## src/hdl/hst_pkg.sv

```systemverilog
// Shared types and constants for the hash slot key table.
package hst_pkg;

    localparam int KEY_W          = 34;
    localparam int NAME_W         = 64;
    localparam int SLOT_W         = 4;
    localparam int HOME_W         = 6;    // holds a home slot for tables up to 64 slots
    localparam int KEY_IDX_W      = $clog2(KEY_W);
    localparam int MOD_STEP       = 7;    // key bits folded into the residue per stage
    localparam int MOD_STAGES     = (KEY_W + MOD_STEP - 1) / MOD_STEP;
    localparam int TABLE_SLOTS_DEF = 16;
    localparam int DATA_W         = 104;
    localparam int S_USER_W       = 2;
    localparam int M_USER_W       = 3;

    typedef enum logic [1:0] {
        OP_INSERT = 2'd0,
        OP_SEARCH = 2'd1,
        OP_DELETE = 2'd2,
        OP_READ   = 2'd3
    } t_op;

    typedef enum logic [1:0] {
        ST_DONE      = 2'd0,
        ST_COLLISION = 2'd1,
        ST_NOT_FOUND = 2'd2
    } t_status;

    // command travelling down the chain
    typedef struct packed {
        logic                vld;
        t_op                 op;
        logic [KEY_W-1:0]    key;
        logic [NAME_W-1:0]   name;
        logic [SLOT_W-1:0]   slot;
        logic [HOME_W-1:0]   home;
    } t_token;

    // partial result travelling beside the command
    typedef struct packed {
        logic                done;
        t_status             status;
        logic [SLOT_W-1:0]   index;
        logic                e_valid;
        logic [KEY_W-1:0]    e_key;
        logic [NAME_W-1:0]   e_name;
    } t_result;

endpackage

```

## src/hdl/hst_mod_stage.sv

```systemverilog
// One stage of the key mod table-size reduction, a few key bits per stage.
module hst_mod_stage #(
    parameter int TABLE_SLOTS = hst_pkg::TABLE_SLOTS_DEF,
    parameter int STAGE       = 0
) (
    input  logic            i_clk,
    input  logic            i_rst_n,
    input  logic            i_en,
    input  hst_pkg::t_token i_tok,
    output hst_pkg::t_token o_tok
);

    localparam int IDX_W = $clog2(TABLE_SLOTS);
    localparam logic [IDX_W:0] RES_N = (IDX_W + 1)'(TABLE_SLOTS);

    hst_pkg::t_token n_tok;
    hst_pkg::t_token r_tok;

    // restoring reduction, MSB first: r = (2r + bit) mod N
    always_comb begin
        logic [IDX_W:0] r;
        int             b;
        n_tok = i_tok;
        r     = {1'b0, i_tok.home[IDX_W-1:0]};
        for (int j = 0; j < hst_pkg::MOD_STEP; j++) begin
            b = hst_pkg::KEY_W - 1 - (STAGE * hst_pkg::MOD_STEP + j);
            if (b >= 0) begin
                r = {r[IDX_W-1:0], i_tok.key[b[hst_pkg::KEY_IDX_W-1:0]]};
                if (r >= RES_N) begin
                    r = r - RES_N;
                end
            end
        end
        n_tok.home = hst_pkg::HOME_W'(r[IDX_W-1:0]);
    end

    always_ff @(posedge i_clk) begin
        if (!i_rst_n) begin
            r_tok.vld <= 1'b0;
        end else if (i_en) begin
            r_tok <= n_tok;
        end
    end

    assign o_tok = r_tok;

endmodule

```

## config.mk

```make
export PLATFORM = sky130hd
export DESIGN_NAME = hst_mod_stage
export DESIGN_NICKNAME = d
export VERILOG_FILES = /design/src/hdl/hst_pkg.sv /design/src/hdl/hst_mod_stage.sv
export SDC_FILE = /design/constraint.sdc
export NUM_CORES = 1
export LEC_CHECK = 0
export BUFFER_PORTS_ARGS = -buffer_cell sky130_fd_sc_hd__buf_2
export CAP_MARGIN = 15
export CORE_UTILIZATION = 30
export CTS_CLUSTER_SIZE = 28
export DETAILED_ROUTE_END_ITERATION = 12
export PLACE_DENSITY = 0.63
export RECOVER_POWER = 50
export SLEW_MARGIN = 10
export SYNTH_ARGS = -nofsm -noshare
export SYNTH_HDL_FRONTEND = slang
export SYNTH_SLANG_ARGS = --single-unit
```

## constraint.sdc

```tcl
create_clock -name i_clk -period 3.8 [get_ports i_clk]
set_clock_uncertainty 0.1 [all_clocks]
set_input_delay 0.76 -clock i_clk [delete_from_list [all_inputs] [get_ports i_clk]]
set_output_delay 0.76 -clock i_clk [all_outputs]
set_load 0.05 [all_outputs]
```

==> flow_metrics.tcl <==
set metrics [dict create \
    outcome "finished clean" \
    synthDistinctLibCells 7 \
    final_common_cell "buf_2" \
    port_buffers 216 \
    max_freq_mhz 399 \
    yosys_register_bits 105 \
    min_period_ns 2.50 \
    power.leakage_uw 0.00196 \
    syn_area_um2 3220 \
    clock_latency_ns 0.35 \
    nNetsFinal 453 \
    drc_errors 0 \
    rows 37 \
    grt_pass1_vias 1906 \
    dieHeight_um 106 \
    vias 1907 \
    cts-root-buf "clkbuf_8" \
    vias_per_cell 3.97 \
    gp_congestion 0.711 \
    cts_max_level 3 \
    cts.sinks 105 \
    slew_violations 0 \
    ys_seq_area_share_pct 97.7 \
    wire_per_inst_um 14.0 \
    synth_top_area_cell "edfxtp_1" \
    antenna_found_initial 0 \
    drt_iter0_drc 24 \
    postRouteWirelength_um 6700 \
    hold_viol_final 0 \
    dieArea_um2 11100 \
    relSlewSlack_pct 7.79 \
    antenna_cells 0 \
    ctsResizeCount 0 \
    hold_start "o_tok[110]" \
    clockBufferDepth 2 \
    rsz0062_at_grt "false" \
    start_kind "input pin" \
    ys_warn_count 0 \
    core-area_um2 10400 \
    crit_path_start "i_en" \
    path_clk_slew_ns 0.09 \
    layout_common_cells "213 x buf_2, 104 x edfxtp_1, 9 x clkbuf_8, 7 x clkbuf_1" \
    post_cts_buffers 0 \
    largest_register_ffs 105 \
    end_kind "flop" \
    worst_ir_drop_vdd_v 0.000198 \
    cp_max_fo 60 \
    die_width_um 106 \
    final_antenna_net_count 0 \
    required_ns 3.73 \
    hp-class "flop to flop" \
    grt_max_degree 61 \
    cts_buffers 9 \
    crit_type "input pin to flop" \
    fin_tns_setup_ns 0 \
    fin_total_pwr_uw 2520 \
    grt_util_all_layers_pct 12.1 \
    postSynthCellCount 115 \
    finish.utilization_pct 44.8 \
    ios 225 \
    layout-drive-gt1-share_pct 66.3 \
    power_density_nw_per_um2 543 \
    post-route-period-util_pct 65.9 \
    setup_viol 0 \
    start_util_pct 31.0 \
    syn_avg_cell_area_um2 28.0 \
    worstPathArrival_ns 2.43 \
    synth_top_area_share_pct 97.1 \
    first_pass_iters 4 \
    cts_hold_buf 0 \
    area_growth_pct 44.3 \
    worst-slew-pin-transition_ns 1.38 \
    r2r-start "o_tok[110]" \
    place_inst 464 \
    yosys-top-cells-area "edfxtp_1 97%, buf_4 1.4%, dfxtp_1 0.62%" \
    overflow 0 \
    cts_tree "done" \
    final_cells 480 \
    grt_pass1_wl_um 9780 \
    cap_violations 0 \
]
[critical path, cell delays in order]
cell      delay [ns]
clkbuf_1        0.10
and2_2          1.06
buf_4           0.50
[cells in the mapped netlist]
cell,number
mux2i_1,1
conb_1,1
edfxtp_1,104
dfxtp_1,1
and2_2,1
buf_4,6
nor2b_1,1
[power by group]
part | internal (uW) | switching, uW
Clock | 372 | 339
Combinational | 90.1 | 342
Sequential | 1360 | 17.1
[routing by layer]
metal,track usage (%),vias to the layer above,share of wire (%)
li1,-,894,-
met1,13.7,874,39
met2,19.7,129,49
met3,5.01,10,9.7
met4,5.95,0,1.8
met5,0,-,0
[stage by stage]
stage	hold WS (ns)	instance area [um^2]	setup slack [ns]
finish	0.431	4640	1.30
global route	0.434	4640	1.10
CTS	0.436	4650	1.76
detailed placement	0.418	4440	1.36
global placement	0.412	4440	1.40
floorplan	0.643	3220	1.20
[logic make-up (layout without fill, tap and decap cells)]
logic type	Yosys count	count (layout)	share of synthesized area (%)
muxes	1	1	0.311
DFF	105	105	97.7
other	1	2	0.117
buffers and inverters	6	234	1.40
and+or+nand+nor	2	2	0.428
[area by class of cell]
type,count,area [um^2]
flip-flops and latches,105,3140
fillers,968,5730
repair buffers,218,1090
clock buffers,13,139
well taps,136,170
multi-input cells,5,31.3
clock inverters,3,65.1
[worst paths after layout]
kind | endpoint | slack, ns | cells past startpoint
worst min-delay path | o_tok[110] | 0.43 | 2
worst min register to register | o_tok[110] | 0.43 | 2
worst max-delay path | o_tok[48] | 1.30 | 3
worst max register to register | o_tok[110] | 3.11 | 2
No activity file was read; power rests on OpenSTA's default activity.
