[config.mk]
export PLATFORM = sky130hd
export DESIGN_NAME = hst_cell
export DESIGN_NICKNAME = d
export VERILOG_FILES = /design/src/hdl/hst_pkg.sv /design/src/hdl/hst_cell.sv
export SDC_FILE = /design/constraint.sdc
export NUM_CORES = 1
export LEC_CHECK = 0
export BUFFER_PORTS_ARGS = -buffer_cell sky130_fd_sc_hd__buf_4
export CAP_MARGIN = 40
export CORE_AREA = 2 2 219 167
export DETAILED_ROUTE_END_ITERATION = 8
export DIE_AREA = 0 0 221 169
export GPL_TIMING_DRIVEN = 0
export HOLD_SLACK_MARGIN = 0.15
export PLACE_DENSITY = 0.76
export REMOVE_ABC_BUFFERS = 1
export SLEW_MARGIN = 40
export SYNTH_ARGS = -nofsm -noshare
export SYNTH_HDL_FRONTEND = slang
export SYNTH_SLANG_ARGS = --single-unit
[constraint.sdc]
create_clock -name i_clk -period 13.32 [get_ports i_clk]
set_input_delay 1.998 -clock i_clk [delete_from_list [all_inputs] [get_ports i_clk]]
set_output_delay 1.998 -clock i_clk [all_outputs]
set_load 0.1 [all_outputs]
[src/hdl/hst_pkg.sv]
// Shared types and constants for the hash slot key table.
package hst_pkg;

    localparam int KEY_W          = 34;
    localparam int NAME_W         = 64;
    localparam int SLOT_W         = 4;
    localparam int HOME_W         = 6;    // holds a home slot for tables up to 64 slots
    localparam int KEY_IDX_W      = $clog2(KEY_W);
    localparam int MOD_STEP       = 7;    // key bits folded into the residue per stage
    localparam int MOD_STAGES     = (KEY_W + MOD_STEP - 1) / MOD_STEP;
    localparam int TABLE_SLOTS_DEF = 16;
    localparam int DATA_W         = 104;
    localparam int S_USER_W       = 2;
    localparam int M_USER_W       = 3;

    typedef enum logic [1:0] {
        OP_INSERT = 2'd0,
        OP_SEARCH = 2'd1,
        OP_DELETE = 2'd2,
        OP_READ   = 2'd3
    } t_op;

    typedef enum logic [1:0] {
        ST_DONE      = 2'd0,
        ST_COLLISION = 2'd1,
        ST_NOT_FOUND = 2'd2
    } t_status;

    // command travelling down the chain
    typedef struct packed {
        logic                vld;
        t_op                 op;
        logic [KEY_W-1:0]    key;
        logic [NAME_W-1:0]   name;
        logic [SLOT_W-1:0]   slot;
        logic [HOME_W-1:0]   home;
    } t_token;

    // partial result travelling beside the command
    typedef struct packed {
        logic                done;
        t_status             status;
        logic [SLOT_W-1:0]   index;
        logic                e_valid;
        logic [KEY_W-1:0]    e_key;
        logic [NAME_W-1:0]   e_name;
    } t_result;

endpackage

[src/hdl/hst_cell.sv]
// One table slot: holds a record and acts on each command passing through.
module hst_cell #(
    parameter int CELL_IDX = 0
) (
    input  logic             i_clk,
    input  logic             i_rst_n,
    input  logic             i_en,
    input  hst_pkg::t_token  i_tok,
    input  hst_pkg::t_result i_res,
    output hst_pkg::t_token  o_tok,
    output hst_pkg::t_result o_res
);

    localparam logic [hst_pkg::HOME_W-1:0] MY_HOME = hst_pkg::HOME_W'(CELL_IDX);
    localparam logic [hst_pkg::SLOT_W-1:0] MY_IDX  = hst_pkg::SLOT_W'(CELL_IDX);

    logic                       r_valid;
    logic [hst_pkg::KEY_W-1:0]  r_key;
    logic [hst_pkg::NAME_W-1:0] r_name;

    hst_pkg::t_token  r_tok;
    hst_pkg::t_result r_res;
    hst_pkg::t_result n_res;

    logic hit;
    logic wr;
    logic clr;

    assign hit = r_valid && (r_key == i_tok.key);

    always_comb begin
        n_res = i_res;
        wr    = 1'b0;
        clr   = 1'b0;
        if (i_tok.vld && !i_res.done) begin
            case (i_tok.op)
                hst_pkg::OP_INSERT: begin
                    if (i_tok.home == MY_HOME) begin
                        n_res.done    = 1'b1;
                        n_res.index   = MY_IDX;
                        n_res.e_valid = 1'b1;
                        if (r_valid) begin
                            n_res.status = hst_pkg::ST_COLLISION;
                            n_res.e_key  = r_key;
                            n_res.e_name = r_name;
                        end else begin
                            n_res.status = hst_pkg::ST_DONE;
                            n_res.e_key  = i_tok.key;
                            n_res.e_name = i_tok.name;
                            wr           = 1'b1;
                        end
                    end
                end
                hst_pkg::OP_SEARCH: begin
                    if (hit) begin
                        n_res.done    = 1'b1;
                        n_res.status  = hst_pkg::ST_DONE;
                        n_res.index   = MY_IDX;
                        n_res.e_valid = 1'b1;
                        n_res.e_key   = r_key;
                        n_res.e_name  = r_name;
                    end
                end
                hst_pkg::OP_DELETE: begin
                    if (hit) begin
                        n_res.done    = 1'b1;
                        n_res.status  = hst_pkg::ST_DONE;
                        n_res.index   = MY_IDX;
                        n_res.e_valid = 1'b0;
                        n_res.e_key   = '0;
                        n_res.e_name  = '0;
                        clr           = 1'b1;
                    end
                end
                hst_pkg::OP_READ: begin
                    if (hst_pkg::HOME_W'(i_tok.slot) == MY_HOME) begin
                        n_res.done    = 1'b1;
                        n_res.status  = hst_pkg::ST_DONE;
                        n_res.index   = MY_IDX;
                        n_res.e_valid = r_valid;
                        n_res.e_key   = r_valid ? r_key  : '0;
                        n_res.e_name  = r_valid ? r_name : '0;
                    end
                end
                default: begin
                    n_res = i_res;
                end
            endcase
        end
    end

    always_ff @(posedge i_clk) begin
        if (!i_rst_n) begin
            r_valid <= 1'b0;
        end else if (i_en) begin
            if (wr) begin
                r_valid <= 1'b1;
            end else if (clr) begin
                r_valid <= 1'b0;
            end
        end
    end

    always_ff @(posedge i_clk) begin
        if (i_en && wr) begin
            r_key  <= i_tok.key;
            r_name <= i_tok.name;
        end
    end

    always_ff @(posedge i_clk) begin
        if (!i_rst_n) begin
            r_tok.vld <= 1'b0;
        end else if (i_en) begin
            r_tok <= i_tok;
            r_res <= n_res;
        end
    end

    assign o_tok = r_tok;
    assign o_res = r_res;

endmodule

==> flow_results.xml, run 1 <==
<?xml version="1.0" encoding="UTF-8"?>
<metrics>
  <group name="pwr">
    <metric name="power.static_leakage" unit="nW">7.881</metric>
    <metric name="power.share.combinational" unit="%">23.5</metric>
    <metric name="power_internal" unit="mW">1.854</metric>
    <metric name="max-vdd-ir-drop" unit="uV">123.9</metric>
    <metric name="switching_power" unit="uW">912.6</metric>
    <metric name="power.share.clock" unit="%">34.4</metric>
    <metric name="sequentialPowerShare" unit="%">42.1</metric>
    <metric name="powerDensity" unit="mW/mm^2">132.1</metric>
    <metric name="finalPower" unit="mW">2.766</metric>
    <metric name="switching_power_as_a_share_of_total_power" unit="%">32.99</metric>
  </group>
  <group name="sta">
    <metric name="timing.clock.skew" unit="ns">0.01395</metric>
    <metric name="worstMarginPinSlew" unit="ns">0.6871</metric>
    <metric name="rsz0062_at_grt" unit="">false</metric>
    <metric name="finalHoldViolCount" unit="">0</metric>
    <metric name="timing.final.max_slew_violations" unit="">0</metric>
    <metric name="final_cycle_utilization_of_the_critical_path" unit="%">36.38</metric>
    <metric name="fmax" unit="MHz">206.4</metric>
    <metric name="relSlewSlack" unit="%">53.85</metric>
    <metric name="finalSetupViolCount" unit="">0</metric>
    <metric name="timing.final.crit_period" unit="ns">4.845</metric>
  </group>
  <group name="routing">
    <metric name="drt-total-wl" unit="mm">53.30</metric>
    <metric name="initialDrtViolationCount" unit="">1740</metric>
    <metric name="detailroute.via_count" unit="">13945</metric>
    <metric name="detail-route-antenna-nets" unit="">0</metric>
    <metric name="route.detailed.wl_per_inst" unit="um">23.86</metric>
    <metric name="firstDrtPassIters" unit="">6</metric>
    <metric name="drcViolationCount" unit="">0</metric>
    <metric name="vias_per_cell" unit="">6.242</metric>
  </group>
  <group name="clock_network">
    <metric name="cts_setup_buffers" unit="">0</metric>
    <metric name="clockRootBuffer" unit="">sky130_fd_sc_hd__clkbuf_16</metric>
    <metric name="clock_insertion_delay_worst_skew" unit="ns">0.52</metric>
    <metric name="post_cts_resize_count" unit="">0</metric>
    <metric name="cts_hold_repair.buffers" unit="">0</metric>
    <metric name="h-tree-depth" unit="">2</metric>
    <metric name="clock-sinks" unit="">316</metric>
    <metric name="clock_transition_at_the_registers_of_the_reported_paths" unit="ns">0.06</metric>
    <metric name="cts-buffers-inserted" unit="">35</metric>
    <metric name="tritoncts" unit="">built</metric>
    <metric name="clockBufferDepth" unit="">3</metric>
  </group>
  <group name="worst_setup_path">
    <metric name="r2r_cells" unit="">11</metric>
    <metric name="timing.critical_path.fanout_max" unit="">10</metric>
    <metric name="crit_path_start" unit="">i_tok[102]</metric>
    <metric name="timing.rr.start" unit="">r_key[28]</metric>
    <metric name="cp_data_arrival_time" unit="ns">5.17</metric>
    <metric name="critical_path_required" unit="ns">13.64</metric>
    <metric name="worst_flop_to_flop_path_endpoint" unit="">o_res[4]</metric>
    <metric name="end_kind" unit="">flip-flop</metric>
    <metric name="worst_reg2reg_setup_slack" unit="ns">9.59</metric>
    <metric name="critical_path.startpoint_type" unit="">input pin</metric>
    <metric name="worstSetupPathType" unit="">input pin to flip-flop</metric>
    <metric name="end_point_of_the_critical_path" unit="">o_res[4]</metric>
  </group>
  <group name="finish">
    <metric name="final_nets" unit="">1962</metric>
    <metric name="fin_cells" unit="">2234</metric>
    <metric name="area_growth" unit="%">36.14</metric>
    <metric name="layout_commonest_cell" unit="">sky130_fd_sc_hd__buf_4</metric>
    <metric name="layout_common_cells" unit="">sky130_fd_sc_hd__buf_4 (460), sky130_fd_sc_hd__edfxtp_1 (314), sky130_fd_sc_hd__nand2_1 (103)</metric>
    <metric name="final_layout_size_suffix_gt1_share" unit="%">32.69</metric>
  </group>
  <group name="global_route">
    <metric name="grt.total_usage" unit="%">27.54</metric>
    <metric name="maximum_number_of_pins_on_one_net_before_global_route_repair" unit="">48</metric>
    <metric name="first_global_vias" unit="">14101</metric>
    <metric name="grt_overflow" unit="">0</metric>
    <metric name="grt_antenna_before_repair" unit="">2</metric>
    <metric name="grt_first_pass_wirelength" unit="mm">81.14</metric>
  </group>
  <group name="logic_synthesis">
    <metric name="netlist_instances" unit="">1310</metric>
    <metric name="synth.ff_latch_count" unit="">316</metric>
    <metric name="synthDistinctLibCells" unit="">33</metric>
    <metric name="synth-main-ff-cell" unit="">sky130_fd_sc_hd__edfxtp_1</metric>
    <metric name="async_flop_share" unit="%">0</metric>
    <metric name="ys_seq_area_share" unit="%">61.54</metric>
    <metric name="syn_avg_cell_area" unit="sq um">11.75</metric>
    <metric name="syn_area" unit="sq mm">0.01539</metric>
    <metric name="synth-edff-count" unit="">314</metric>
    <metric name="ys_warn_count" unit="">0</metric>
  </group>
  <group name="placement">
    <metric name="placed_cells" unit="">2170</metric>
    <metric name="detailed_place_hpwl" unit="mm">37.23</metric>
    <metric name="routabilityCongestion" unit="">0.8203</metric>
    <metric name="numPortBuffers" unit="">436</metric>
  </group>
  <group name="floorplan">
    <metric name="dieHeight" unit="um">169</metric>
    <metric name="core" unit="sq mm">0.03536</metric>
    <metric name="start_util" unit="%">43.52</metric>
    <metric name="num_io_pins" unit="">437</metric>
    <metric name="placement_rows" unit="">60</metric>
    <metric name="die_width" unit="um">221</metric>
    <metric name="dieArea" unit="sq mm">0.03735</metric>
  </group>
  <group name="outcome">
    <metric name="outcome" unit="">finished, final reports clean</metric>
  </group>
  <group name="hold_path">
    <metric name="worst_min_delay_path_class" unit="">flip-flop to flip-flop</metric>
  </group>
  <group name="job">
    <metric name="max-cap-violations" unit="">0</metric>
  </group>
</metrics>
[cell usage after synthesis, types with 3 or more instances]
| library cell | instances | area (sq um) |
|---|---|---|
| sky130_fd_sc_hd__edfxtp_1 | 314 | 9429 |
| sky130_fd_sc_hd__clkbuf_1 | 106 | 397.9 |
| sky130_fd_sc_hd__nand2_1 | 104 | 390.4 |
| sky130_fd_sc_hd__a21oi_1 | 103 | 515.5 |
| sky130_fd_sc_hd__nor2_1 | 103 | 386.6 |
| sky130_fd_sc_hd__mux2i_1 | 99 | 991.0 |
| sky130_fd_sc_hd__o21ai_0 | 99 | 495.5 |
| sky130_fd_sc_hd__a221oi_1 | 98 | 858.3 |
| sky130_fd_sc_hd__a31oi_1 | 98 | 613.1 |
| sky130_fd_sc_hd__and3_1 | 98 | 613.1 |
| sky130_fd_sc_hd__xor2_1 | 34 | 297.8 |
| sky130_fd_sc_hd__nor4_1 | 9 | 56.30 |
| sky130_fd_sc_hd__buf_2 | 8 | 40.04 |
| sky130_fd_sc_hd__and2_1 | 6 | 37.54 |
| sky130_fd_sc_hd__buf_4 | 3 | 22.52 |
| sky130_fd_sc_hd__nand2b_1 | 3 | 18.77 |
| sky130_fd_sc_hd__nand4_1 | 3 | 18.77 |
| sky130_fd_sc_hd__nor2b_1 | 3 | 18.77 |
[area by class of cell]
class,count,area (sq um)
Fill cell,2753,14410
Clock inverter,24,176.4
Sequential cell,316,9473
Antenna cell,1,2.502
Timing Repair Buffer,513,4253
Clock buffer,39,933.4
Multi-Input combinational cell,876,5529
Tap cell,465,581.8
[critical path: stages]
cell                       delay (ns)
sky130_fd_sc_hd__buf_4           0.14
sky130_fd_sc_hd__xor2_1          0.15
sky130_fd_sc_hd__nor4_1          0.51
sky130_fd_sc_hd__nand4_1         0.30
sky130_fd_sc_hd__nor4_4          0.68
sky130_fd_sc_hd__buf_4           0.29
sky130_fd_sc_hd__buf_4           0.18
sky130_fd_sc_hd__buf_4           0.17
sky130_fd_sc_hd__buf_4           0.19
sky130_fd_sc_hd__buf_4           0.18
sky130_fd_sc_hd__nand2_1         0.06
sky130_fd_sc_hd__a221oi_1        0.30
[how the worst min path moves through the flow]
stage / endpoint / start / cells past startpoint
after CTS: o_tok[110] / o_tok[110] / 2
after floorplan: o_res[0] / r_name[0] / 2
after global placement: o_tok[110] / o_tok[110] / 2
final: o_tok[110] / o_tok[110] / 2
after detailed placement: o_tok[110] / o_tok[110] / 2
after global routing: o_tok[110] / o_tok[110] / 2
[power groups by stage]
stage / registers, mW / clock network (mW) / logic, mW
floorplan: 1.54 / 0 / 0.0917
global placement: 1.20 / 0 / 0.620
detailed placement: 1.19 / 0 / 0.645
CTS: 1.17 / 0.967 / 0.647
global route: 1.17 / 1.00 / 0.670
finish: 1.17 / 0.951 / 0.650
[metal layers]
layer | up-vias | global-route usage (%) | part of all wire [%]
met1 | 6804 | 34.14 | 38
met3 | 166 | 7.429 | 11
met5 | - | 0 | 0.030
li1 | 5992 | - | -
met2 | 981 | 45.72 | 48
met4 | 2 | 11.64 | 3.8
[through the flow]
step	setup WS [ns]	util [%]	hold WS, ns	setup TNS [ns]	cell area, sq um
after detailed placement	8.001	56.10	0.5056	0	19840
final	8.475	59.25	0.5219	0	20950
after global placement	-3.153	53.11	0.5047	-496.43	18780
after global routing	8.315	59.25	0.5473	0	20950
after floorplan	3.918	-	0.6715	0	14920
after CTS	8.523	59.24	0.5230	0	20950
[cells by family after synthesis]
group                  Yosys count  synth area share (%)
AO/OA/AOI/OAI                  402                 16.35
flip-flops                     316                 61.54
multiplexers                   100                 6.513
XOR/XNOR                        35                 1.992
buffers and inverters          118                 3.017
AND/OR/NAND/NOR                339                 10.59
[registers in the layout, indices dropped and copies added, names as in the netlist]
| signal | flops |
|---|---|
| o_res | 106 |
| r_key | 34 |
| r_valid | 1 |
| r_name | 64 |
| o_tok | 111 |
Power figures use the tool's default switching activity.
==> run 2: changes to the inputs <==
ABC_AREA = 1   (was unset)
CORE_AREA = 2 2 238 182   (was 2 2 219 167)
DIE_AREA = 0 0 240 184   (was 0 0 221 169)
PLACE_DENSITY = 0.74   (was 0.76)
clock period = 4.85 ns   (was 13.32 ns; I/O delays follow)
==> flow_results.xml, run 2 <==
<?xml version="1.0" encoding="UTF-8"?>
<metrics>
  <group name="logic_synthesis">
    <metric name="synthDominantCellAreaShare" unit="%">51.78</metric>
    <metric name="async_flop_share" unit="%">0</metric>
    <metric name="yosysTopAreaCell" unit="">sky130_fd_sc_hd__edfxtp_1</metric>
    <metric name="netlist_instances" unit="">2352</metric>
    <metric name="synthMostInstantiatedCell" unit="">sky130_fd_sc_hd__nand2_1</metric>
    <metric name="syn_avg_cell_area" unit="sq um">7.743</metric>
    <metric name="ys_warn_count" unit="">0</metric>
    <metric name="synth.ff_latch_count" unit="">316</metric>
    <metric name="synth_top_cells_by_area" unit="">sky130_fd_sc_hd__edfxtp_1 (52%), sky130_fd_sc_hd__nand2_1 (25%), sky130_fd_sc_hd__o2111ai_1 (4.8%), sky130_fd_sc_hd__a211oi_1 (4.0%), sky130_fd_sc_hd__inv_1 (3.4%)</metric>
    <metric name="synthDistinctLibCells" unit="">24</metric>
    <metric name="synth-main-ff-cell" unit="">sky130_fd_sc_hd__edfxtp_1</metric>
    <metric name="ys_top_cells_by_count" unit="">sky130_fd_sc_hd__nand2_1 (1235), sky130_fd_sc_hd__edfxtp_1 (314), sky130_fd_sc_hd__inv_1 (167), sky130_fd_sc_hd__nor2_1 (151), sky130_fd_sc_hd__clkbuf_1 (113)</metric>
    <metric name="synth-edff-count" unit="">314</metric>
    <metric name="syn_area" unit="sq mm">0.01821</metric>
    <metric name="ys_seq_area_share" unit="%">52.00</metric>
  </group>
  <group name="finish">
    <metric name="layout_common_cells" unit="">sky130_fd_sc_hd__nand2_1 (1233), sky130_fd_sc_hd__buf_4 (449), sky130_fd_sc_hd__edfxtp_1 (314)</metric>
    <metric name="final_layout_size_suffix_gt1_share" unit="%">20.68</metric>
    <metric name="final_nets" unit="">2969</metric>
    <metric name="fin_cells" unit="">3344</metric>
    <metric name="final_util" unit="%">57.81</metric>
    <metric name="antenna_cells_inserted" unit="">0</metric>
    <metric name="area_growth" unit="%">32.19</metric>
    <metric name="layout_commonest_cell" unit="">sky130_fd_sc_hd__nand2_1</metric>
    <metric name="largest_reg_flops" unit="">111</metric>
  </group>
  <group name="sta">
    <metric name="timing.final.crit_period" unit="ns">4.127</metric>
    <metric name="timing.clock.skew" unit="ns">0.01019</metric>
    <metric name="finalHoldViolCount" unit="">0</metric>
    <metric name="fmax" unit="MHz">242.3</metric>
    <metric name="worstMarginPinSlew" unit="ns">0.7088</metric>
    <metric name="final_cycle_utilization_of_the_critical_path" unit="%">85.09</metric>
    <metric name="finalSetupViolCount" unit="">0</metric>
    <metric name="relSlewSlack" unit="%">52.25</metric>
    <metric name="rsz0062_at_grt" unit="">false</metric>
    <metric name="timing.final.max_slew_violations" unit="">0</metric>
  </group>
  <group name="worst_setup_path">
    <metric name="r2r_cells" unit="">14</metric>
    <metric name="end_kind" unit="">flip-flop</metric>
    <metric name="worstSetupPathType" unit="">input pin to flip-flop</metric>
    <metric name="timing.rr.start" unit="">r_valid</metric>
    <metric name="critical_path_required" unit="ns">5.08</metric>
    <metric name="cp_data_arrival_time" unit="ns">4.35</metric>
    <metric name="critical_path.startpoint_type" unit="">input pin</metric>
    <metric name="timing.critical_path.fanout_max" unit="">43</metric>
    <metric name="worst_reg2reg_setup_slack" unit="ns">1.23</metric>
    <metric name="worst_flop_to_flop_path_endpoint" unit="">o_res[90]</metric>
  </group>
  <group name="routing">
    <metric name="detailroute.via_count" unit="">18539</metric>
    <metric name="vias_per_cell" unit="">5.544</metric>
    <metric name="route.detailed.wl_per_inst" unit="um">18.80</metric>
    <metric name="initialDrtViolationCount" unit="">1669</metric>
    <metric name="firstDrtPassIters" unit="">6</metric>
    <metric name="drt-total-wl" unit="mm">62.85</metric>
    <metric name="drcViolationCount" unit="">0</metric>
    <metric name="detail-route-antenna-nets" unit="">0</metric>
  </group>
  <group name="hold_path">
    <metric name="min_path_cells" unit="">1</metric>
    <metric name="worstHoldStart" unit="">i_tok[6]</metric>
    <metric name="worst_min_delay_path_class" unit="">input pin to flip-flop</metric>
    <metric name="worstHoldEndpoint" unit="">o_tok[6]</metric>
  </group>
  <group name="clock_network">
    <metric name="cts_setup_buffers" unit="">0</metric>
    <metric name="clock_transition_at_the_registers_of_the_reported_paths" unit="ns">0.06</metric>
    <metric name="cts-buffers-inserted" unit="">37</metric>
    <metric name="tritoncts" unit="">built</metric>
    <metric name="clockBufferDepth" unit="">3</metric>
    <metric name="cts_hold_repair.buffers" unit="">0</metric>
    <metric name="clock-sinks" unit="">316</metric>
    <metric name="h-tree-depth" unit="">2</metric>
    <metric name="clockRootBuffer" unit="">sky130_fd_sc_hd__clkbuf_16</metric>
    <metric name="post_cts_resize_count" unit="">0</metric>
    <metric name="clock_insertion_delay_worst_skew" unit="ns">0.52</metric>
  </group>
  <group name="floorplan">
    <metric name="core" unit="sq mm">0.04164</metric>
    <metric name="dieHeight" unit="um">184</metric>
    <metric name="die_width" unit="um">240</metric>
    <metric name="placement_rows" unit="">65</metric>
    <metric name="dieArea" unit="sq mm">0.04416</metric>
    <metric name="num_io_pins" unit="">437</metric>
    <metric name="start_util" unit="%">43.73</metric>
  </group>
  <group name="global_route">
    <metric name="first_global_vias" unit="">18442</metric>
    <metric name="grt_overflow" unit="">0</metric>
    <metric name="grt.total_usage" unit="%">27.63</metric>
    <metric name="grt_first_pass_wirelength" unit="mm">96.42</metric>
    <metric name="grt_antenna_before_repair" unit="">1</metric>
    <metric name="maximum_number_of_pins_on_one_net_before_global_route_repair" unit="">80</metric>
  </group>
  <group name="pwr">
    <metric name="power.static_leakage" unit="nW">11.06</metric>
    <metric name="powerDensity" unit="mW/mm^2">328.6</metric>
    <metric name="max-vdd-ir-drop" unit="uV">304.8</metric>
  </group>
  <group name="placement">
    <metric name="detailed_place_hpwl" unit="mm">43.09</metric>
    <metric name="placed_cells" unit="">3279</metric>
    <metric name="routabilityCongestion" unit="">0.8083</metric>
    <metric name="numPortBuffers" unit="">436</metric>
  </group>
  <group name="job">
    <metric name="max-cap-violations" unit="">0</metric>
  </group>
  <group name="outcome">
    <metric name="outcome" unit="">finished, final reports clean</metric>
  </group>
</metrics>
-- run 2: cell types whose count changed in the layout (fill, tap and decap cells not counted), sizes merged, moves of 91 or more --
cell     delta
nand3     +102
a211oi     +98
a31oi      -98
a21oi      -98
nand2    +1131
inv       +176
mux2i      -99
a221oi     -98
and3       -98
o2111ai    +99
o21ai      -91
-- run 2: worst max path at each step --
stage	start	end	slack (ns)	depth (start not counted)
2_1_floorplan	i_tok[3]	r_key[0]	-11.36	5
3_3_place_gp	i_tok[3]	r_name[48]	-24.02	6
3_5_place_dp	i_tok[1]	r_name[53]	0.24	15
4_1_cts	i_tok[1]	r_name[47]	0.78	15
5_1_grt	i_tok[1]	r_name[47]	0.59	15
6_report	i_tok[1]	r_name[47]	0.72	15
-- run 2: kinds of logic after synthesis --
logic type      share of synthesized area [%]
flops                                   52.00
simple gates                            31.82
compound gates                          9.399
buf+inv                                 6.781
-- run 2: per-stage QoR --
| step | setup TNS, ns | cell area (sq um) | hold slack (ns) | worst slack (ns) | power, mW |
|---|---|---|---|---|---|
| 2_1_floorplan | -1715.66 | 17640 | 0.7129 | -11.36 | 4.622 |
| 3_3_place_gp | -4507.52 | 21620 | 0.4512 | -24.02 | 5.170 |
| 3_5_place_dp | 0 | 22910 | 0.4614 | 0.2445 | 5.192 |
| 4_1_cts | 0 | 24070 | 0.3629 | 0.7788 | 7.955 |
| 5_1_grt | 0 | 24070 | 0.3680 | 0.5883 | 8.158 |
| 6_report | 0 | 24070 | 0.3931 | 0.7233 | 7.910 |
-- run 2: cell type report --
cell class,instances,area [sq um]
timing repair buffer,503,4476
inverter,176,683.2
clock buffer,44,952.2
tap,569,711.9
multi-input combinational,1715,7571
sequential,316,9473
fill,3571,17570
clock inverter,21,206.4
-- run 2: power breakdown --
group          switching [mW]  total, mW  internal (mW)  leakage [nW]
Clock                    1.15       2.77           1.61         0.559
Sequential             0.0389       3.20           3.16          2.91
Combinational            1.47       1.94          0.476          7.59
-- run 2: layer usage --
layer,global-route usage [%],part of all wire [%],vias up
met3,6.411,11,182
met1,34.56,39,8715
met2,45.86,48,1079
met5,0,0.016,-
met4,11.95,3.3,2
li1,-,-,8561
-- run 2: critical path, stage by stage --
cell                      delay (ns)
sky130_fd_sc_hd__buf_4          0.11
sky130_fd_sc_hd__nor2_1         0.19
sky130_fd_sc_hd__nand3_4        0.30
sky130_fd_sc_hd__buf_12         0.29
sky130_fd_sc_hd__buf_12         0.19
sky130_fd_sc_hd__nor2_4         0.51
sky130_fd_sc_hd__buf_16         0.24
sky130_fd_sc_hd__inv_1          0.09
sky130_fd_sc_hd__nor3_2         0.37
sky130_fd_sc_hd__buf_2          0.30
sky130_fd_sc_hd__buf_4          0.21
sky130_fd_sc_hd__buf_4          0.19
sky130_fd_sc_hd__buf_4          0.19
sky130_fd_sc_hd__buf_4          0.19
sky130_fd_sc_hd__buf_4          0.18
